===== src/sv/sfr_pkg.sv =====
// Shared types and constants for the stream find-and-replace unit.
// Used by sfr_ctrl, sfr_datapath and stream_find_replace_all_unit; no dependencies.
package sfr_pkg;

  localparam int BYTE_W     = 8;
  localparam int LEN_W      = 4;
  localparam int CFG_DATA_W = 64;
  localparam int CFG_IDX_W  = 2;

  localparam logic [CFG_IDX_W-1:0] REG_PATTERN_BYTES     = 2'd0;
  localparam logic [CFG_IDX_W-1:0] REG_PATTERN_LENGTH    = 2'd1;
  localparam logic [CFG_IDX_W-1:0] REG_REPLACEMENT_BYTES = 2'd2;
  localparam logic [CFG_IDX_W-1:0] REG_REPLACEMENT_LEN   = 2'd3;

  typedef enum logic [1:0] {
    ST_IDLE,
    ST_SCAN,
    ST_REPL
  } state_t;

  // Commands from the controller to the datapath.
  typedef struct packed {
    logic load;
    logic scan_emit;
    logic repl_start;
    logic repl_emit;
    logic marker;
  } cmd_t;

  // Status from the datapath to the controller.
  typedef struct packed {
    logic emit_ok;
    logic full;
    logic hold;
    logic scan_last;
    logic rlen_zero;
    logic repl_last;
    logic fin;
  } stat_t;

endpackage


===== src/sv/sfr_ctrl.sv =====
// Controller state machine for the stream find-and-replace unit.
// Depends on sfr_pkg; drives the command struct that sfr_datapath executes.
module sfr_ctrl (
  input  logic          clk,
  input  logic          rst_n,
  input  logic          in_valid,
  output logic          in_ready,
  input  sfr_pkg::stat_t stat,
  output sfr_pkg::cmd_t  cmd
);
  import sfr_pkg::*;

  state_t state_r;
  state_t state_nxt;

  always_ff @(posedge clk) begin
    if (!rst_n) begin
      state_r <= ST_IDLE;
    end else begin
      state_r <= state_nxt;
    end
  end

  always_comb begin
    state_nxt = state_r;
    cmd       = '0;
    in_ready  = 1'b0;
    case (state_r)
      ST_IDLE: begin
        in_ready = 1'b1;
        if (in_valid) begin
          cmd.load  = 1'b1;
          state_nxt = ST_SCAN;
        end
      end
      ST_SCAN: begin
        if (stat.emit_ok) begin
          if (stat.full) begin
            cmd.repl_start = 1'b1;
            if (stat.rlen_zero) begin
              // A deleted match at the end of a string still closes it.
              cmd.marker = stat.fin;
              state_nxt  = ST_IDLE;
            end else begin
              state_nxt = ST_REPL;
            end
          end else if (stat.hold) begin
            state_nxt = ST_IDLE;
          end else begin
            cmd.scan_emit = 1'b1;
            if (stat.scan_last) begin
              state_nxt = ST_IDLE;
            end
          end
        end
      end
      ST_REPL: begin
        if (stat.emit_ok) begin
          cmd.repl_emit = 1'b1;
          if (stat.repl_last) begin
            state_nxt = ST_IDLE;
          end
        end
      end
      default: begin
        state_nxt = ST_IDLE;
      end
    endcase
  end

  a_one_emit: assert property (@(posedge clk) disable iff (!rst_n)
    $onehot0({cmd.scan_emit, cmd.repl_emit, cmd.marker}))
    else $error("more than one result issued in a cycle");

  a_repl_nonempty: assert property (@(posedge clk) disable iff (!rst_n)
    (state_r == ST_REPL) |-> !stat.rlen_zero)
    else $error("replacement run entered with empty replacement");

  a_stall_freeze: assert property (@(posedge clk) disable iff (!rst_n)
    (state_r != ST_IDLE && !stat.emit_ok) |=> (state_r == $past(state_r)))
    else $error("controller advanced while the output was stalled");

endmodule


===== src/sv/sfr_datapath.sv =====
// Datapath of the stream find-and-replace unit: configuration registers, held-byte
// shift buffer, pattern compare, replacement index and output register. Depends on sfr_pkg.
module sfr_datapath #(
  parameter int MAX_PATTERN     = 8,
  parameter int MAX_REPLACEMENT = 8
) (
  input  logic                             clk,
  input  logic                             rst_n,
  input  logic                             cfg_we,
  input  logic [sfr_pkg::CFG_IDX_W-1:0]    cfg_index,
  input  logic [sfr_pkg::CFG_DATA_W-1:0]   cfg_wdata,
  input  logic [sfr_pkg::BYTE_W-1:0]       in_data_byte,
  input  logic                             in_string_final,
  input  sfr_pkg::cmd_t                    cmd,
  output sfr_pkg::stat_t                   stat,
  output logic                             out_valid,
  input  logic                             out_ready,
  output logic [sfr_pkg::BYTE_W-1:0]       out_byte,
  output logic                             out_byte_present,
  output logic                             out_run_last,
  output logic                             out_string_done
);
  import sfr_pkg::*;

  localparam int HOLD_D = (MAX_PATTERN < 8) ? MAX_PATTERN : 8;
  localparam int REPL_D = (MAX_REPLACEMENT < 8) ? MAX_REPLACEMENT : 8;
  localparam int CW     = $clog2(HOLD_D + 1);
  localparam int RCW    = $clog2(REPL_D + 1);
  localparam int RKW    = (REPL_D > 1) ? $clog2(REPL_D) : 1;

  logic [CFG_DATA_W-1:0] pat_r;
  logic [LEN_W-1:0]      plen_cfg_r;
  logic [CFG_DATA_W-1:0] rep_r;
  logic [LEN_W-1:0]      rlen_cfg_r;

  logic [BYTE_W-1:0] hold_r   [HOLD_D];
  logic [BYTE_W-1:0] hold_nxt [HOLD_D];
  logic [CW-1:0]     cnt_r;
  logic [CW-1:0]     cnt_nxt;
  logic              fin_r;
  logic [RKW-1:0]    rk_r;

  logic              out_valid_r;
  logic [BYTE_W-1:0] out_byte_r;
  logic              out_present_r;
  logic              out_last_r;
  logic              out_done_r;

  logic [CW-1:0]     plen;
  logic [RCW-1:0]    rlen;
  logic [CW-1:0]     hc;
  logic              m0;
  logic              m1;
  logic [BYTE_W-1:0] rbyte;
  logic              emit_ok;

  assign plen = (plen_cfg_r > LEN_W'(HOLD_D)) ? CW'(HOLD_D) : CW'(plen_cfg_r);
  assign rlen = (rlen_cfg_r > LEN_W'(REPL_D)) ? RCW'(REPL_D) : RCW'(rlen_cfg_r);
  assign hc   = (cnt_r >= plen) ? '0 : cnt_r;
  assign emit_ok = !out_valid_r || out_ready;

  // m0: buffered bytes match the pattern prefix; m1: the same after dropping the front byte.
  always_comb begin
    m0    = 1'b1;
    m1    = 1'b1;
    rbyte = '0;
    for (int k = 0; k < HOLD_D; k++) begin
      if (CW'(k) < cnt_r && hold_r[k] != pat_r[BYTE_W*k +: BYTE_W]) begin
        m0 = 1'b0;
      end
    end
    for (int k = 0; k < HOLD_D - 1; k++) begin
      if (CW'(k + 1) < cnt_r && hold_r[k+1] != pat_r[BYTE_W*k +: BYTE_W]) begin
        m1 = 1'b0;
      end
    end
    for (int i = 0; i < REPL_D; i++) begin
      if (rk_r == RKW'(i)) begin
        rbyte = rep_r[BYTE_W*i +: BYTE_W];
      end
    end
  end

  always_comb begin
    stat.emit_ok   = emit_ok;
    stat.full      = (cnt_r != '0) && (cnt_r == plen) && m0;
    stat.hold      = !fin_r && (cnt_r != '0) && (cnt_r < plen) && m0;
    stat.scan_last = (cnt_r == CW'(1)) || (!fin_r && m1);
    stat.rlen_zero = (rlen == '0);
    stat.repl_last = ((RCW'(rk_r) + RCW'(1)) == rlen);
    stat.fin       = fin_r;
  end

  always_comb begin
    hold_nxt = hold_r;
    cnt_nxt  = cnt_r;
    if (cmd.load) begin
      for (int i = 0; i < HOLD_D; i++) begin
        if (hc == CW'(i)) begin
          hold_nxt[i] = in_data_byte;
        end
      end
      cnt_nxt = hc + CW'(1);
    end else if (cmd.scan_emit) begin
      for (int i = 0; i < HOLD_D - 1; i++) begin
        hold_nxt[i] = hold_r[i+1];
      end
      cnt_nxt = cnt_r - CW'(1);
    end else if (cmd.repl_start) begin
      cnt_nxt = '0;
    end
    // Any change of the pattern drops the held bytes.
    if (cfg_we && (cfg_index == REG_PATTERN_BYTES || cfg_index == REG_PATTERN_LENGTH)) begin
      cnt_nxt = '0;
    end
  end

  always_ff @(posedge clk) begin
    if (!rst_n) begin
      pat_r      <= '0;
      plen_cfg_r <= '0;
      rep_r      <= '0;
      rlen_cfg_r <= '0;
      cnt_r      <= '0;
    end else begin
      cnt_r <= cnt_nxt;
      if (cfg_we) begin
        case (cfg_index)
          REG_PATTERN_BYTES:     pat_r      <= cfg_wdata;
          REG_PATTERN_LENGTH:    plen_cfg_r <= cfg_wdata[LEN_W-1:0];
          REG_REPLACEMENT_BYTES: rep_r      <= cfg_wdata;
          REG_REPLACEMENT_LEN:   rlen_cfg_r <= cfg_wdata[LEN_W-1:0];
          default: begin
          end
        endcase
      end
    end
  end

  always_ff @(posedge clk) begin
    hold_r <= hold_nxt;
    if (cmd.load) begin
      fin_r <= in_string_final;
    end
    if (cmd.repl_start) begin
      rk_r <= '0;
    end else if (cmd.repl_emit) begin
      rk_r <= rk_r + RKW'(1);
    end
  end

  always_ff @(posedge clk) begin
    if (!rst_n) begin
      out_valid_r <= 1'b0;
    end else if (cmd.scan_emit || cmd.repl_emit || cmd.marker) begin
      out_valid_r <= 1'b1;
    end else if (out_ready) begin
      out_valid_r <= 1'b0;
    end
  end

  always_ff @(posedge clk) begin
    if (cmd.scan_emit) begin
      out_byte_r    <= hold_r[0];
      out_present_r <= 1'b1;
      out_last_r    <= stat.scan_last;
      out_done_r    <= stat.scan_last && fin_r;
    end else if (cmd.repl_emit) begin
      out_byte_r    <= rbyte;
      out_present_r <= 1'b1;
      out_last_r    <= stat.repl_last;
      out_done_r    <= stat.repl_last && fin_r;
    end else if (cmd.marker) begin
      out_byte_r    <= '0;
      out_present_r <= 1'b0;
      out_last_r    <= 1'b1;
      out_done_r    <= 1'b1;
    end
  end

  assign out_valid        = out_valid_r;
  assign out_byte         = out_byte_r;
  assign out_byte_present = out_present_r;
  assign out_run_last     = out_last_r;
  assign out_string_done  = out_done_r;

  a_no_overwrite: assert property (@(posedge clk) disable iff (!rst_n)
    (cmd.scan_emit || cmd.repl_emit || cmd.marker) |-> emit_ok)
    else $error("output register overwritten before it was taken");

  a_cnt_range: assert property (@(posedge clk) disable iff (!rst_n)
    cnt_r <= CW'(HOLD_D))
    else $error("held count beyond buffer depth");

  a_done_is_last: assert property (@(posedge clk) disable iff (!rst_n)
    (out_valid_r && out_done_r) |-> out_last_r)
    else $error("string end flagged on a result that is not the last of its item");

endmodule


===== src/sv/stream_find_replace_all_unit.sv =====
// Top level of the stream find-and-replace-all unit.
// Depends on sfr_pkg and instantiates sfr_ctrl and sfr_datapath.
//
//   channel | direction | handshake            | payload
//   in_     | input     | in_valid / in_ready  | in_data_byte, in_string_final
//   out_    | output    | out_valid / out_ready| out_byte, out_byte_present,
//           |           |                      | out_run_last, out_string_done
//   cfg_    | input     | cfg_we               | cfg_index, cfg_wdata
//
// An item is loaded in idle, then the scan and replacement states issue one result per
// cycle while the output is not stalled. A full match starts its replacement run from
// the scan; an item that only holds bytes or drops a match with no marker emits none.
// The held-byte scan and the replacement run share one output register.
// Synchronous active-low reset clears the configuration and the held count.
// With a result waiting and out_ready low, the scan pauses; idle still takes items.
module stream_find_replace_all_unit #(
  parameter int MAX_PATTERN     = 8,
  parameter int MAX_REPLACEMENT = 8
) (
  input  logic                           clk,
  input  logic                           rst_n,
  input  logic                           cfg_we,
  input  logic [sfr_pkg::CFG_IDX_W-1:0]  cfg_index,
  input  logic [sfr_pkg::CFG_DATA_W-1:0] cfg_wdata,
  input  logic                           in_valid,
  output logic                           in_ready,
  input  logic [sfr_pkg::BYTE_W-1:0]     in_data_byte,
  input  logic                           in_string_final,
  output logic                           out_valid,
  input  logic                           out_ready,
  output logic [sfr_pkg::BYTE_W-1:0]     out_byte,
  output logic                           out_byte_present,
  output logic                           out_run_last,
  output logic                           out_string_done
);
  import sfr_pkg::*;

  cmd_t  cmd;
  stat_t stat;

  sfr_ctrl u_ctrl (
    .clk      (clk),
    .rst_n    (rst_n),
    .in_valid (in_valid),
    .in_ready (in_ready),
    .stat     (stat),
    .cmd      (cmd)
  );

  sfr_datapath #(
    .MAX_PATTERN     (MAX_PATTERN),
    .MAX_REPLACEMENT (MAX_REPLACEMENT)
  ) u_datapath (
    .clk              (clk),
    .rst_n            (rst_n),
    .cfg_we           (cfg_we),
    .cfg_index        (cfg_index),
    .cfg_wdata        (cfg_wdata),
    .in_data_byte     (in_data_byte),
    .in_string_final  (in_string_final),
    .cmd              (cmd),
    .stat             (stat),
    .out_valid        (out_valid),
    .out_ready        (out_ready),
    .out_byte         (out_byte),
    .out_byte_present (out_byte_present),
    .out_run_last     (out_run_last),
    .out_string_done  (out_string_done)
  );

endmodule

===== config.mk =====
export PLATFORM = sky130hd
export DESIGN_NAME = stream_find_replace_all_unit
export DESIGN_NICKNAME = d
export VERILOG_FILES = /design/src/sv/sfr_pkg.sv /design/src/sv/sfr_ctrl.sv /design/src/sv/sfr_datapath.sv /design/src/sv/stream_find_replace_all_unit.sv
export SDC_FILE = /design/constraint.sdc
export NUM_CORES = 1
export LEC_CHECK = 0
export BUFFER_PORTS_ARGS = -buffer_cell sky130_fd_sc_hd__buf_2
export CORE_MARGIN = 3
export CORE_UTILIZATION = 30
export CTS_BUF_LIST = sky130_fd_sc_hd__clkbuf_4
export CTS_CLUSTER_SIZE = 40
export DETAILED_ROUTE_END_ITERATION = 10
export PLACE_DENSITY = 0.57
export SYNTH_ARGS = -nofsm -noshare
export SYNTH_HDL_FRONTEND = slang
export SYNTH_SLANG_ARGS = --single-unit

===== constraint.sdc =====
create_clock -name clk -period 6.2 [get_ports clk]
set_input_delay 1.24 -clock clk [delete_from_list [all_inputs] [get_ports clk]]
set_output_delay 1.24 -clock clk [all_outputs]
set_load 0.1 [all_outputs]

[Yosys cells after proc, flatten, opt, wreduce, memory -nomap -nowiden]
Index checks and enable logic that the tools add are counted.
Storage, ports and cells
  bits in registers: 222
  latch bits: 0
  bits in writable memories: 0
  bits in read-only memories: 0
  input port bits: 80
  output and inout port bits: 13
  logic and storage cells: 214
  memories: 0
Cells by class
  add/subtract/negate cells: 4
  multipliers: 0
  divide/modulo/power cells: 0
  $lt $le $gt $ge: 12
  eq/ne operators: 49
  shifts and indexed selects: 0
  multiplexer cells: 71
  bitwise gates (word level): 1
  reductions and logical operators: 56
Operators by type and width (number)
  $mux W8: 18
  $ne A8 B8 Y1: 15
  $mux W56: 2
  $mux W1: 34
  $logic_and A1 B1 Y1: 24
  $mux W4: 6
  $reduce_and A2 Y1: 12
  $mux W2: 10
  $ne A2 B1 Y1 const B: 10
  $eq A4 B3 Y1 const B: 4
  $lt A3 B4 Y1 const A: 4
  $eq A3 B3 Y1 const B: 4
  $eq A4 B1 Y1 const B: 2
  $eq A4 B2 Y1 const B: 2
  $eq A4 B4 Y1: 2
  $gt A4 B4 Y1 const B: 2
  $logic_not A4 Y1: 2
  $lt A1 B4 Y1 const A: 2
  $lt A2 B4 Y1 const A: 2
  $eq A2 B2 Y1 const B: 3
  $eq A3 B2 Y1 const B: 2
  $pmux W2 S3: 1
  $reduce_bool A3 Y1: 2
  $logic_or A1 B1 Y1: 5
  other kinds (18): 23

[Logic depth before layout (Yosys ltp)]
  depth after elaboration: 18
  gate-level depth with buffers: 14
  depth with buffers taken out: 14

[Cells and area by module]
Synthesis repeated with hierarchy kept, for this count alone.
Second synthesis, totals
  cells, all modules: 1224
  area total of the unflattened synthesis: 10931.7 µm²
Modules (own cells, without submodules)
  sfr_datapath: times used 1, cells an instance 1208, area each 10802.9 µm², sequential area each 5154.9 µm²
  sfr_ctrl: times used 1, cells an instance 16, area each 128.9 µm², sequential area each 40.0 µm²

[Least setup slack after synthesis]
OpenSTA, ideal clock, no wires.
  path type: register to register
  start point: reg u_ctrl.state_r[0]
  end point: reg u_datapath.hold_r[10] (netlist bit), enable pin
  setup time: 326 ps
  arrival time: 2994 ps
  data required time: 5874 ps
  slack: 2880 ps
  stages on the path, launching flop included: 8
  path buffers: 0
  period minus slack after synthesis: 3320 ps
  cells stage by stage: dfxtp_1 -> nor2_1 -> nand2_1 -> inv_1 -> nand4_1 -> nor2_1 -> and2_1 -> a21o_1
On the way
  word-level cells in the longest chain between the ends: 4
  elaborated cells between the ends (all ways): 7
  those cells by class: eq/ne (2); mux (2); reduce/logical (3)
Ends and longest elaborated chain
  from (decl): RTL line sfr_ctrl.sv:13  | state_t state_r;
  from (signal assigned): RTL line sfr_ctrl.sv:20  | state_r <= state_nxt;
  $logic_not A2 Y1 / $eq A2 B1 Y1 (equally long branches): RTL line sfr_ctrl.sv:28  | case (state_r)
  $mux W1 / $mux W2 (equally long branches): RTL line sfr_ctrl.sv:28
  $ne A2 B1 Y1 (no line) / $reduce_bool A2 Y1 (equally long branches)
  $reduce_and A2 Y1 (no line) (*)
  to (signal assigned): RTL line sfr_datapath.sv:141  | hold_r <= hold_nxt;
  to (decl): RTL line sfr_datapath.sv:36  | logic [BYTE_W-1:0] hold_r [HOLD_D];
Every way passes the cells marked *; elsewhere a longest branch is shown, timed or not.
A chain may end at the register's enable or synchronous reset.

[Final worst setup path]
  start point: reg u_datapath.hold_r[25] (netlist bit)
  end point: reg u_datapath.out_last_r (netlist: u_datapath.out_run_last), enable pin
On the way
  word-level cells in the longest chain between the ends: 12
  elaborated cells between the ends (all ways): 16
  those cells by class: eq/ne (1); mux (11); reduce/logical (4)
Ends and longest elaborated chain
  $ne A8 B8 Y1 (*): RTL line sfr_datapath.sv:68  | if (CW'(k) < cnt_r && hold_r[k] != pat_r[BYTE_W*k +: BYTE_W]) begin
  $logic_and A1 B1 Y1 (*): RTL line sfr_datapath.sv:68
  $mux W1 (*) (4 in series): RTL line sfr_datapath.sv:68
  $logic_and A1 B1 Y1: RTL line sfr_datapath.sv:87  | stat.hold = !fin_r && (cnt_r != '0) && (cnt_r < plen) && m0;
  $mux W1: RTL line sfr_ctrl.sv:47  | end else if (stat.hold) begin
  $mux W1: RTL line sfr_ctrl.sv:38  | if (stat.full) begin
  $mux W2: RTL line sfr_ctrl.sv:37  | if (stat.emit_ok) begin
  $mux W2: RTL line sfr_ctrl.sv:28
  $reduce_bool A3 Y1 (no line) (*)
  to (signal assigned): RTL line sfr_datapath.sv:166  | out_last_r <= stat.scan_last;
  to (signal assigned): RTL line sfr_datapath.sv:171  | out_last_r <= stat.repl_last;
  to (decl): RTL line sfr_datapath.sv:46  | logic out_last_r;
Marks and branches as above.

==> metrics.txt <==
power per cell area 309.5 nW/um2; register bit total from synthesis roughly 220; fraction of registers with async set/reset 0%; GRT overflow 0; Detail Placement HPWL between 20000 and 30000 um; Post-Syn Nets around 1300; Top FF cell, synth dfxtp_1; Tcrit/Tclk final 58.45%; Yosys cell types 55; crit path max fanout 10; critical path cell sequence xor2_1 > nor4_1 > a21oi_1 > or4_4 > or4b_1 > nand2_1 > nand3_1; Ys Warns 0; Achievable Freq 276.0 MHz; Max-slew headroom 37.76%; iteration-0 DRC count of the detailed router 967; Tot GR Track Use 18.17%; Antenna Nets Post-Route 0; IO Pins 93; most common cell after layout, fill and taps aside nand2_1; Worst Hold Class reg2reg; status finished clean; CP arrival ~4 ns; unrepaired setup endpoints after global routing no; Die X 194.7 um; dpl cell area 11510 um2; Vias per Instance approximately 5; leakage 0.005116 uW; min Tclk post-route around 3.6 ns; syn_area_per_cell 8.802 um2; clk_lat worst skew 0.73 ns; CP max stage delay 0.68 ns; Final GP Congestion roughly 0.89; global-route wire length before repair 53080 um; DIE AREA between 30000 and 40000 um2; pin count of the biggest net entering global routing 80; Longest Clk Path Bufs 3; Crit path required time ~6.5 ns; # port buffers roughly 90; cell area after layout 12320 um2; fin. max-slew vios 0; CTS root buf clkbuf_4; synthesized cell area 10680 um2; startpoint class of the critical path flip-flop; row count slightly below 70; Worst Max-Slew Pin Slew 0.9274 ns; worst reg2reg setup slack between 2 and 3 ns; Post-synth EDFFs 75; CP Class reg2reg; most frequent cells in the layout nand2_1, a21oi_1, dfxtp_1; delay-heaviest family, CP simple AND/OR/NAND/NOR gates; CTS clk-pin slew, worst paths 0.07 ns; CTS tree done; Worst IR Drop VDD 0.1471 mV; CTS sink count around 220; WL final 35960 um; htree depth 2; Hold Fails Final Rpt 0; Residual DRC 0; vias in the first global route between 8000 and 9000; layout cells sized above 1 15.09%; worst clock skew around 0.052 ns; crit end category flip-flop; initial antenna violation count 2; slowest stage cell on the critical path or4b_1; TritonRoute pass-1 iters 6; CP bufs+invs 0; Synth Instances 1213; Seq/Total Area, Yosys about half; setup_tns 0 ns; Layout area overhead 15.35%; max_cap viols 0; TritonCTS buffer count 59; post_cts resized 0; Core ar. 34800 um2; Die Span Y 194.7 um; average wire per standard cell 19.88 um; Post-CTS Repair Setup Buffers 0; # setup viols final 0; initial core utilization 30.68%; hold buffer count at cts 0; via count 9257; Layout Nets 1400
-- cells by family (layout without fill, tap and decap cells) --
kind of cell | after synthesis | count (layout) | share of synthesized area (%)
buffers and inverters | 88 | 227 | 3.187
flip-flops | 222 | 222 | 48.66
adder cells (fa/ha/maj) | 18 | 18 | 2.109
XOR/XNOR | 124 | 124 | 10.17
AND/OR/NAND/NOR | 448 | 448 | 18.31
multiplexers | 8 | 8 | 0.7501
AO/OA/AOI/OAI | 305 | 305 | 16.82
other | 0 | 2 | 0
-- tightest hold or removal path, stage by stage, from the launching register on --
cell and delay, ns:
dfxtp_1 0.31, nand2_1 0.05, a21oi_1 0.05
-- worst paths after layout --
check                                    startpoint                                 to  cells past startpoint
setup / recovery    u_datapath.hold_r[25]$_DFFE_PP_  u_datapath.out_run_last$_DFFE_PP_                      7
hold reg to reg   u_datapath.rep_r[14]$_SDFFE_PN0P_  u_datapath.rep_r[14]$_SDFFE_PN0P_                      2
setup reg to reg    u_datapath.hold_r[25]$_DFFE_PP_  u_datapath.out_run_last$_DFFE_PP_                      7
hold / removal    u_datapath.rep_r[14]$_SDFFE_PN0P_  u_datapath.rep_r[14]$_SDFFE_PN0P_                      2
-- area by class of cell --
type	instances	area, um2
Inverter	15	58.81
Clock inverter	24	147.6
Antenna cell	2	5.005
Multi-Input combinational cell	903	5159
Sequential cell	222	5195
Tap cell	455	569.3
Fill cell	3597	22480
Clock buffer	87	653.1
Timing Repair Buffer	101	528.0
-- metal layers --
layer	vias up	track usage (%)	part of all wire, %
li1	4389	-	-
met2	379	26.74	42
met4	2	6.436	2.9
met3	64	5.443	9.0
met1	4423	25.31	46
met5	-	0	0.028
-- report_power, final --
part / switching (uW) / internal [uW] / total (uW)
logic: 449 / 219 / 668
registers: 114 / 1650 / 1770
clock network: 647 / 729 / 1380
-- through the flow --
step	hold slack, ns	total power [uW]	utilization [%]	worst slack [ns]	std cells
5_1_grt	0.4690	3984	35.39	2.411	1809
6_report	0.4543	3812	35.39	2.576	1809
4_1_cts	0.4558	3838	35.38	2.557	1807
3_3_place_gp	0.4378	2454	33.08	2.681	1696
2_1_floorplan	0.4320	2234	-	2.880	1213
3_5_place_dp	0.4465	2455	33.08	2.610	1696
-- cell usage after synthesis, drive strengths merged, types with 2 or more instances --
library cell  number  area [um2]
a21o              60       450.4
a21oi            183       919.6
a31o               2       17.52
a31oi              3       18.77
and2               4       25.02
and3              12       75.07
and3b              8       70.07
buf                4       23.77
clkbuf            69       260.2
dfxtp            147        2943
edfxtp            75        2252
ha                18       225.2
inv               14       52.55
mux2i              8       80.08
nand2            312        1171
nand2b             2       12.51
nand3             13       65.06
nand4              9       56.30
nor2              28       105.1
nor2b             13       81.33
nor3              12       60.06
nor4              27       168.9
o211ai             9       67.56
o21a               3       22.52
o21ai             24       120.1
o2bb2ai            7       61.31
o41ai              2       17.52
or2                3       18.77
or4                2       18.77
xnor2             20       175.2
xor2             104       910.9
-- state kept, by name, summed over array words and instances, names as in the netlist, 2 cells and up --
name and count:
u_ctrl.state_r 2, u_datapath.cnt_r 4, u_datapath.hold_r 64, u_datapath.out_byte 8
u_datapath.pat_r 64, u_datapath.plen_cfg_r 4, u_datapath.rep_r 64, u_datapath.rk_r 3
u_datapath.rlen_cfg_r 4
(Power assumes the default switching activity.)
